===== src/design/dsps_pkg.sv =====
// Package for the dual servo PWM scaler: command codes, register map,
// reset values and the scaling / midpoint helpers.
// No dependencies.
package dsps_pkg;

  typedef enum logic [2:0] {
    FUNC_TICK      = 3'd0,
    FUNC_INIT      = 3'd1,
    FUNC_SET_SCALE = 3'd2,
    FUNC_SET_RAW   = 3'd3,
    FUNC_GET       = 3'd4,
    FUNC_CAL_LOW   = 3'd5,
    FUNC_CAL_HIGH  = 3'd6,
    FUNC_DISABLE   = 3'd7
  } func_t;

  typedef enum logic [1:0] {
    SERVO_PITCH = 2'd0,
    SERVO_YAW   = 2'd1,
    SERVO_NONE2 = 2'd2,
    SERVO_NONE3 = 2'd3
  } servo_t;

  typedef enum logic [2:0] {
    REG_PERIOD_TOP = 3'd0,
    REG_YAW_MIN    = 3'd1,
    REG_YAW_MAX    = 3'd2,
    REG_PITCH_MIN  = 3'd3,
    REG_PITCH_MAX  = 3'd4
  } reg_idx_t;

  localparam logic [15:0] PERIOD_TOP_RST = 16'd40000;
  localparam logic [15:0] MIN_INIT_RST   = 16'd2000;
  localparam logic [15:0] MAX_INIT_RST   = 16'd4000;
  localparam logic [15:0] BAD_ID_VALUE   = 16'hFFFF;
  localparam logic [7:0]  FULL_SCALE     = 8'hFF;

  // lo + (hi - lo) / 2 with the signed difference truncated toward zero
  function automatic logic [15:0] midpoint(input logic [15:0] lo, input logic [15:0] hi);
    logic [15:0] up;
    logic [15:0] dn;
    up = hi - lo;
    dn = lo - hi;
    if (hi >= lo) return lo + {1'b0, up[15:1]};
    else return lo - {1'b0, dn[15:1]};
  endfunction

  // lo + ((hi - lo) mod 2^16) * pos / 255, mod 2^16
  // x / 255 is taken as (x + x/256 + x/65536) / 256, which is low by at most
  // one, then fixed by a single remainder compare.
  function automatic logic [15:0] scale_pos(input logic [15:0] lo, input logic [15:0] hi,
                                            input logic [7:0] pos);
    logic [15:0] range;
    logic [23:0] prod;
    logic [24:0] sum;
    logic [16:0] quo;
    logic [24:0] rem;
    range = hi - lo;
    prod  = range * pos;
    sum   = {1'b0, prod} + {9'd0, prod[23:8]} + {17'd0, prod[23:16]};
    quo   = sum[24:8];
    rem   = {1'b0, prod} - (({8'd0, quo} << 8) - {8'd0, quo});
    if (rem >= {17'd0, FULL_SCALE}) quo = quo + 17'd1;
    return lo + quo[15:0];
  endfunction

endpackage


===== src/design/dual_servo_pwm_scaler.sv =====
// Dual servo PWM scaler: yaw / pitch PWM levels driven by command requests.
// A request is processed once it sits in the input register; its result is then written
// to the result register and m_tvalid rises, unless a waiting result holds the input register.
// Throughput: one request per cycle while m_tready is high; if a result waits,
// the input register takes one more request and then s_tready drops.
// Reset (rst, sync): config to defaults, state cleared, counter stopped, pins floated.
module dual_servo_pwm_scaler
  import dsps_pkg::*;
(
  input  logic        clk,
  input  logic        rst,
  // configuration
  input  logic        psel,
  input  logic        penable,
  input  logic        pwrite,
  input  logic [4:0]  paddr,
  input  logic [31:0] pwdata,
  output logic [31:0] prdata,
  output logic        pready,
  // request stream
  input  logic        s_tvalid,
  output logic        s_tready,
  input  logic [23:0] s_tdata,   // position[7:0], raw_width[23:8]
  input  logic [4:0]  s_tuser,   // func[2:0], servo[4:3]
  // result stream
  output logic        m_tvalid,
  input  logic        m_tready,
  output logic [23:0] m_tdata    // yaw_pin[0], pitch_pin[1], pins_driven[2],
                                 // read_data[18:3], zero[23:19]
);

  // config registers
  logic [15:0] period_top, yaw_min_init, yaw_max_init, pitch_min_init, pitch_max_init;
  logic        cfg_wr;
  reg_idx_t    cfg_idx;

  assign pready  = 1'b1;
  assign cfg_wr  = psel & penable & pwrite & pready;
  assign cfg_idx = reg_idx_t'(paddr[4:2]);

  always_ff @(posedge clk) begin
    if (rst) begin
      period_top     <= PERIOD_TOP_RST;
      yaw_min_init   <= MIN_INIT_RST;
      yaw_max_init   <= MAX_INIT_RST;
      pitch_min_init <= MIN_INIT_RST;
      pitch_max_init <= MAX_INIT_RST;
    end else if (cfg_wr) begin
      unique case (cfg_idx)
        REG_PERIOD_TOP: period_top     <= pwdata[15:0];
        REG_YAW_MIN:    yaw_min_init   <= pwdata[15:0];
        REG_YAW_MAX:    yaw_max_init   <= pwdata[15:0];
        REG_PITCH_MIN:  pitch_min_init <= pwdata[15:0];
        REG_PITCH_MAX:  pitch_max_init <= pwdata[15:0];
        default: ;
      endcase
    end
  end

  always_comb begin
    unique case (cfg_idx)
      REG_PERIOD_TOP: prdata = {16'd0, period_top};
      REG_YAW_MIN:    prdata = {16'd0, yaw_min_init};
      REG_YAW_MAX:    prdata = {16'd0, yaw_max_init};
      REG_PITCH_MIN:  prdata = {16'd0, pitch_min_init};
      REG_PITCH_MAX:  prdata = {16'd0, pitch_max_init};
      default:        prdata = 32'd0;
    endcase
  end

  // input register
  logic        in_valid;
  func_t       in_func;
  servo_t      in_servo;
  logic [7:0]  in_pos;
  logic [15:0] in_raw;
  logic        adv;

  assign adv      = in_valid & (~m_tvalid | m_tready);
  assign s_tready = ~in_valid | adv;

  always_ff @(posedge clk) begin
    if (rst) begin
      in_valid <= 1'b0;
    end else if (s_tready) begin
      in_valid <= s_tvalid;
    end
  end

  always_ff @(posedge clk) begin
    if (s_tready && s_tvalid) begin
      in_func  <= func_t'(s_tuser[2:0]);
      in_servo <= servo_t'(s_tuser[4:3]);
      in_pos   <= s_tdata[7:0];
      in_raw   <= s_tdata[23:8];
    end
  end

  // block state
  logic [15:0] frame_count, yaw_active, pitch_active, yaw_pending, pitch_pending;
  logic [15:0] yaw_low_limit, yaw_high_limit, pitch_low_limit, pitch_high_limit;
  logic        counting, driving;

  logic [15:0] frame_count_next, yaw_active_next, pitch_active_next;
  logic [15:0] yaw_pending_next, pitch_pending_next;
  logic [15:0] yaw_low_limit_next, yaw_high_limit_next;
  logic [15:0] pitch_low_limit_next, pitch_high_limit_next;
  logic        counting_next, driving_next;
  logic [15:0] rd_next;
  logic [15:0] scaled_lo, scaled_hi, scaled;

  // one scaler shared by both channels
  assign scaled_lo = (in_servo == SERVO_YAW) ? yaw_low_limit  : pitch_low_limit;
  assign scaled_hi = (in_servo == SERVO_YAW) ? yaw_high_limit : pitch_high_limit;
  assign scaled    = scale_pos(scaled_lo, scaled_hi, in_pos);

  always_comb begin
    frame_count_next      = frame_count;
    yaw_active_next       = yaw_active;
    pitch_active_next     = pitch_active;
    yaw_pending_next      = yaw_pending;
    pitch_pending_next    = pitch_pending;
    yaw_low_limit_next    = yaw_low_limit;
    yaw_high_limit_next   = yaw_high_limit;
    pitch_low_limit_next  = pitch_low_limit;
    pitch_high_limit_next = pitch_high_limit;
    counting_next         = counting;
    driving_next          = driving;
    rd_next               = 16'd0;
    unique case (in_func)
      FUNC_TICK: begin
        if (counting) begin
          if (frame_count >= period_top) begin
            frame_count_next  = 16'd0;
            yaw_active_next   = yaw_pending;
            pitch_active_next = pitch_pending;
          end else begin
            frame_count_next = frame_count + 16'd1;
          end
        end
      end
      FUNC_INIT: begin
        counting_next         = 1'b1;
        driving_next          = 1'b1;
        yaw_low_limit_next    = yaw_min_init;
        yaw_high_limit_next   = yaw_max_init;
        pitch_low_limit_next  = pitch_min_init;
        pitch_high_limit_next = pitch_max_init;
        yaw_pending_next      = midpoint(yaw_min_init, yaw_max_init);
        pitch_pending_next    = midpoint(pitch_min_init, pitch_max_init);
      end
      FUNC_SET_SCALE: begin
        if (in_servo == SERVO_PITCH) pitch_pending_next = scaled;
        else if (in_servo == SERVO_YAW) yaw_pending_next = scaled;
      end
      FUNC_SET_RAW: begin
        if (in_servo == SERVO_PITCH) pitch_pending_next = in_raw;
        else if (in_servo == SERVO_YAW) yaw_pending_next = in_raw;
      end
      FUNC_GET: begin
        if (in_servo == SERVO_PITCH) rd_next = pitch_active;
        else if (in_servo == SERVO_YAW) rd_next = yaw_active;
        else rd_next = BAD_ID_VALUE;
      end
      FUNC_CAL_LOW: begin
        // clamp so the low limit never passes the high one
        yaw_low_limit_next   = (yaw_active > yaw_high_limit) ? yaw_high_limit : yaw_active;
        pitch_low_limit_next = (pitch_active > pitch_high_limit) ? pitch_high_limit
                                                                 : pitch_active;
      end
      FUNC_CAL_HIGH: begin
        yaw_high_limit_next   = (yaw_active < yaw_low_limit) ? yaw_low_limit : yaw_active;
        pitch_high_limit_next = (pitch_active < pitch_low_limit) ? pitch_low_limit
                                                                 : pitch_active;
      end
      FUNC_DISABLE: begin
        counting_next = 1'b0;
        driving_next  = 1'b0;
      end
      default: ;
    endcase
  end

  always_ff @(posedge clk) begin
    if (rst) begin
      frame_count      <= 16'd0;
      yaw_active       <= 16'd0;
      pitch_active     <= 16'd0;
      yaw_pending      <= 16'd0;
      pitch_pending    <= 16'd0;
      yaw_low_limit    <= 16'd0;
      yaw_high_limit   <= 16'd0;
      pitch_low_limit  <= 16'd0;
      pitch_high_limit <= 16'd0;
      counting         <= 1'b0;
      driving          <= 1'b0;
    end else if (adv) begin
      frame_count      <= frame_count_next;
      yaw_active       <= yaw_active_next;
      pitch_active     <= pitch_active_next;
      yaw_pending      <= yaw_pending_next;
      pitch_pending    <= pitch_pending_next;
      yaw_low_limit    <= yaw_low_limit_next;
      yaw_high_limit   <= yaw_high_limit_next;
      pitch_low_limit  <= pitch_low_limit_next;
      pitch_high_limit <= pitch_high_limit_next;
      counting         <= counting_next;
      driving          <= driving_next;
    end
  end

  // result register; pin levels come from the updated state
  logic yaw_pin_next, pitch_pin_next;

  assign yaw_pin_next   = driving_next & (frame_count_next < yaw_active_next);
  assign pitch_pin_next = driving_next & ~(frame_count_next < pitch_active_next);

  always_ff @(posedge clk) begin
    if (rst) begin
      m_tvalid <= 1'b0;
    end else if (adv) begin
      m_tvalid <= 1'b1;
    end else if (m_tready) begin
      m_tvalid <= 1'b0;
    end
  end

  always_ff @(posedge clk) begin
    if (adv) begin
      m_tdata <= {5'd0, rd_next, driving_next, pitch_pin_next, yaw_pin_next};
    end
  end

endmodule


===== config.mk =====
export PLATFORM = sky130hd
export DESIGN_NAME = dual_servo_pwm_scaler
export DESIGN_NICKNAME = d
export VERILOG_FILES = /design/src/design/dsps_pkg.sv /design/src/design/dual_servo_pwm_scaler.sv
export SDC_FILE = /design/constraint.sdc
export NUM_CORES = 2
export LEC_CHECK = 0
export ABC_AREA = 0
export CAP_MARGIN = 0
export CORE_MARGIN = 10
export CORE_UTILIZATION = 55
export CTS_CLUSTER_SIZE = 16
export DETAILED_ROUTE_END_ITERATION = 6
export DONT_BUFFER_PORTS = 1
export PLACE_DENSITY = 0.7
export SLEW_MARGIN = 10
export SYNTH_ARGS = -nofsm -noshare
export SYNTH_HDL_FRONTEND = slang
export SYNTH_SLANG_ARGS = --single-unit

===== constraint.sdc =====
create_clock -name clk -period 40.6 [get_ports clk]
set_input_delay 8.12 -clock clk [delete_from_list [all_inputs] [get_ports clk]]
set_output_delay 8.12 -clock clk [all_outputs]
set_load 0.02 [all_outputs]

# Yosys cells after proc, flatten, opt, wreduce, memory -nomap -nowiden

Cells that the tools add are included.

Register bits: 276
Input bits: 73
Word-level logic and storage cells: 135

Add/subtract/negate cells: 16
Multiply operators: 1
Order comparisons: 10
Eq/ne operators: 18
Multiplexer cells: 37
Bitwise gates (word level): 10
Reduce and logical (&&, ||, !) cells: 19

Operators with widths:

| kind                                                 | number |
|---|---|
| 2-to-1 mux 16 bit                                    | 26 |
| case mux 16 bit (2 select lines)                     | 4 |
| case mux 16 bit (3 select lines)                     | 2 |
| case mux 16 bit (5 select lines)                     | 1 |
| subtractor 16 bit                                    | 5 |
| < comparator 16 bit                                  | 4 |
| >= comparator 16 bit                                 | 3 |
| adder 16 x 1 -> 16 bit, second input constant        | 2 |
| adder 16 x 15 -> 16 bit                              | 2 |
| greater-than comparator 16 bit                       | 2 |
| subtractor 16 x 15 -> 16 bit                         | 2 |
| adder 24 x 16 -> 25 bit                              | 1 |
| adder 25 x 8 -> 25 bit                               | 1 |
| >= comparator 25 x 8 -> 1 bit, second input constant | 1 |
| subtractor 24 x 25 -> 25 bit                         | 1 |
| subtractor 25 x 17 -> 25 bit                         | 1 |
| multiplier 16 x 8 -> 24 bit                          | 1 |
| adder 16 bit                                         | 1 |
| AND reduction 2 bit                                  | 8 |
| equality test 3 bit, second input constant           | 5 |
| equality test 3 x 2 -> 1 bit, second input constant  | 4 |
| inequality test 2 bit, second input constant         | 6 |
| nonzero test 2 bit                                   | 4 |
| equality test 3 x 1 -> 1 bit, second input constant  | 2 |
| other kinds (12)                                     | 22 |

# Depth between registers and ports, before layout

Depth after elaboration: 14
Gate-level depth with buffers: 79

# Worst setup path before layout

OpenSTA, ideal clock, no wires.

Path kind: in2out
Start: in paddr[3]
End: out prdata[10]
Data arrival time: 9588 ps
Required time: 32480 ps
Slack: 22892 ps
Stages: 5
Path buffers: 2
Path through: buf_1 -> buf_1 -> mux2i_1 -> o21ai_0 -> a221o_1

Longest elaborated chain between the ends: 2

RTL lines:

| element                                     | RTL line                    | text |
|---|---|---|
| from (decl)                                 | dual_servo_pwm_scaler.sv:16 | `input logic [4:0] paddr,` |
| equality test 3 bit (tied with other cells) | dual_servo_pwm_scaler.sv:61 | `unique case (cfg_idx)` |
| case mux 16 bit (5 select lines) *          | dual_servo_pwm_scaler.sv:61 |  |
| to (decl)                                   | dual_servo_pwm_scaler.sv:18 | `output logic [31:0] prdata,` |

Mark *: on every way between the ends. The rest lies on a longest branch, timed or not.

# Worst setup path after layout

Start: reg in_servo[1]
End: reg yaw_pending[10]

Longest elaborated chain between the ends: 14

RTL lines:

| element                              | RTL line                                                   | text |
|---|---|---|
| from (decl)                          | dual_servo_pwm_scaler.sv:74                                | `servo_t in_servo;` |
| from (signal assigned)               | dual_servo_pwm_scaler.sv:93                                | `in_servo <= servo_t'(s_tuser[4:3]);` |
| equality test 2 x 1 -> 1 bit         | --                                                         |  |
| 2-to-1 mux 16 bit (on tied branches) | dual_servo_pwm_scaler.sv:114, dual_servo_pwm_scaler.sv:113 |  |
| subtractor 16 bit                    | dsps_pkg.sv:58                                             | `range = hi - lo;` |
| multiplier 16 x 8 -> 24 bit          | dsps_pkg.sv:59                                             | `prod = range * pos;` |
| adder 24 x 16 -> 25 bit              | dsps_pkg.sv:60                                             | `sum = {1'b0, prod} + {9'd0, prod[23:8]} + {17'd0, prod[23:16]};` |
| adder 25 x 8 -> 25 bit               | dsps_pkg.sv:60                                             |  |
| subtractor 25 x 17 -> 25 bit         | dsps_pkg.sv:62                                             | `rem = {1'b0, prod} - (({8'd0, quo} << 8) - {8'd0, quo});` |
| subtractor 24 x 25 -> 25 bit         | dsps_pkg.sv:62                                             |  |
| >= comparator 25 x 8 -> 1 bit        | dsps_pkg.sv:63                                             | `if (rem >= {17'd0, FULL_SCALE}) quo = quo + 17'd1;` |
| 2-to-1 mux 16 bit                    | dsps_pkg.sv:63                                             |  |
| adder 16 bit                         | dsps_pkg.sv:64                                             | `return lo + quo[15:0];` |
| 2-to-1 mux 16 bit                    | dual_servo_pwm_scaler.sv:154                               | `else if (in_servo == SERVO_YAW) yaw_pending_next = scaled;` |
| 2-to-1 mux 16 bit                    | dual_servo_pwm_scaler.sv:153                               | `if (in_servo == SERVO_PITCH) pitch_pending_next = scaled;` |
| case mux 16 bit (3 select lines)     | dual_servo_pwm_scaler.sv:130                               | `unique case (in_func)` |
| to (signal assigned)                 | dual_servo_pwm_scaler.sv:201                               | `yaw_pending <= yaw_pending_next;` |
| to (decl)                            | dual_servo_pwm_scaler.sv:100                               | `logic [15:0] frame_count, yaw_active, pitch_active, yaw_pending, pitch_pending;` |

Several ways; a longest one is shown, not always the timed one. The select of a mux whose other input is x is not followed.
A chain may end at the register's enable or synchronous reset.

==> flow_metrics.env <==
export IMPL_setup_ws_ps=21470
export IMPL_grt_pass1_vias=26100
export IMPL_tns_ps=0
export IMPL_synth_edff_count=48
export IMPL_post_route_cells_drive_above_1_share=0.0443
export IMPL_skew_ps=23.1
export IMPL_dr_pass1_iters=7
export IMPL_path_common_cell="nand2_1"
export IMPL_async_flop_share=0
export IMPL_min_period_over_period=0.471
export IMPL_place_gp_congestion=1.00
export IMPL_cts_hold_buf=0
export IMPL_wl_per_cell_um=23.0
export IMPL_portBuffers=0
export IMPL_drv_cap=0
export IMPL_dp_hpwl_mm=77.3
export IMPL_chipWidth_um=254
export IMPL_fmax_ghz=0.0523
export IMPL_avgSynthCellArea_sq_um=7.90
export IMPL_post_route_util=0.585
export IMPL_end_kind="flop"
export IMPL_area_growth_syn_to_layout_pct=4.78
export IMPL_slew_viol_final=0
export IMPL_violations="design-rule violations"
export IMPL_synthFlopType="dfxtp_1"
export IMPL_finalHoldViolations=0
export IMPL_io_pins=132
export IMPL_numCtsBuffers=31
export IMPL_cts_tree="done"
export IMPL_max_flop_register="m_tdata"
export IMPL_dr_total_vias=28300
export IMPL_vias_per_cell=6.41
export IMPL_final_area_sq_mm=0.0317
export IMPL_arrival_ps=19590
export IMPL_path_clk_slew_ps=60
export IMPL_worstPathMaxFanout=60
export IMPL_netlist_instances=3826
export IMPL_postSynthRegisterBits=276
export IMPL_grt_ovfl_total=0
export IMPL_cts_root_buf="clkbuf_16"
export IMPL_start_util=0.558
export IMPL_die_h_um=254
export IMPL_wirelength_mm=102
export IMPL_ys_warn_count=0
export IMPL_yosysUniqueCellTypes=102
export IMPL_core_sq_mm=0.0541
export IMPL_cpMaxStageDelayCell="edfxtp_1"
export IMPL_hp_class="reg2reg"
export IMPL_cts_buffer_depth=3
export IMPL_postCtsSetupBuffers=0
export IMPL_rsz0062_at_grt="false"
export IMPL_worstMarginPinSlew_ps=1270
export IMPL_synth_seq_area_share=0.199
export IMPL_slowest_delay_ps=700
export IMPL_htree_num_levels=1
export IMPL_antenna_found_initial=2
export IMPL_dieArea_sq_mm=0.0647
export IMPL_worstSkewPairLatency_ps=610
export IMPL_synth_area_sq_mm=0.0302
export IMPL_status="complete, but fails checks"
export IMPL_start_kind="flop"
export IMPL_placedInstanceArea_sq_mm=0.0307
export IMPL_antenna_left=0
export IMPL_grt_usage=0.306
export IMPL_cts_resized_gates=0
export IMPL_relSlewSlack=0.146
export IMPL_clock_sinks=276
export IMPL_min_period_ps=19130
export IMPL_setup_violations=0
export IMPL_num_rows=85
export IMPL_nets=4214
export IMPL_grt_pass1_wl_mm=155
export IMPL_grt_max_degree=169
export IMPL_largest_reg_flops=19
export IMPL_critPathRequiredTime_ps=41060
export IMPL_dp_worst_setup_slack_ps=21860
export IMPL_drtIter0Drc=3319
export IMPL_path_class="reg2reg"
export IMPL_drc_errors=1
==> cells in the mapped netlist (all sizes together) (41+ instances only) <==
library cell,n,area [sq um]
dfxtp,228,4560
o21ai,178,891
a211oi,63,485
o211ai,51,397
a21o,112,841
xor2,66,593
clkbuf,183,687
fa,104,2080
nand3,83,425
edfxtp,48,1440
buf,41,241
nand2,387,1460
and2,94,588
mux2i,93,931
a31oi,46,288
ha,339,4240
nor2b,47,294
xnor2,152,1370
nor2,175,659
nand4,93,597
a21oi,352,1780
inv,399,1500
o21bai,51,383
nor3,52,265
==> stage by stage <==
step | instances | hold WS, ps
4_1_cts | 4419 | 469
6_report | 4420 | 472
3_3_place_gp | 4361 | 457
5_1_grt | 4419 | 496
3_5_place_dp | 4361 | 459
2_1_floorplan | 3846 | 441
==> cell families after synthesis <==
| logic type | after synthesis | synth area share |
|---|---|---|
| and+or+nand+nor | 1052 | 0.169 |
| AOI/OAI and AO/OA | 1108 | 0.242 |
| xor gates and xnor gates | 220 | 0.0663 |
| DFF | 276 | 0.199 |
| buffers and inverters | 625 | 0.0805 |
| adders and majority gates | 443 | 0.209 |
| muxes | 100 | 0.0334 |
| other | 2 | 0.000249 |
==> path summary, 6_finish.rpt <==
| path | cells past startpoint | slack (ps) | startpoint | to |
|---|---|---|---|---|
| setup reg to reg | 67 | 21470 | in_servo[1] | yaw_pending[10] |
| hold reg to reg | 2 | 470 | pitch_pending[14] | pitch_active[14] |
| setup / recovery | 67 | 21470 | in_servo[1] | yaw_pending[10] |
| hold / removal | 2 | 470 | pitch_pending[14] | pitch_active[14] |
==> area by class of cell <==
cell class / count / area [sq um]
Antenna cell: 1 / 2.50
Multi-Input combinational cell: 2945 / 21900
Timing Repair Buffer: 43 / 323
Fill cell: 5045 / 22500
Inverter: 401 / 1510
Clock inverter: 22 / 194
Clock buffer: 36 / 815
Sequential cell: 276 / 6010
Tap cell: 696 / 871
==> critical path, delay by kind of cell (launching register included) <==
kind | cells | cell delay (ps)
AO/OA/AOI/OAI | 24 | 5650
adder cells (fa/ha/maj) | 11 | 4850
AND/OR/NAND/NOR | 20 | 4270
XOR/XNOR | 6 | 2090
buffers and inverters | 5 | 710
flip-flops | 1 | 700
multiplexers | 1 | 590
==> placed cells by master (no fill, tap or decap), drive strengths merged, types with 93 or more instances in the layout <==
| cell type | instances |
|---|---|
| ha | 339 |
| nand4 | 93 |
| nand2 | 387 |
| and2 | 94 |
| a21o | 112 |
| mux2i | 93 |
| a21oi | 352 |
| dfxtp | 228 |
| o21ai | 178 |
| nor2 | 175 |
| xnor2 | 152 |
| inv | 405 |
| fa | 104 |
==> routing by layer <==
layer  track usage  vias to the layer above  part of all wire
met3        0.0641                      237              0.11
li1              -                    13300                 -
met4         0.120                        2             0.044
met1         0.437                    13400              0.43
met2         0.442                     1482              0.41
met5             0                        -           0.00013
Power is left out: the tool's default activity adds up to more than one toggle a clock period on the data nets, which glitch-free logic cannot reach.
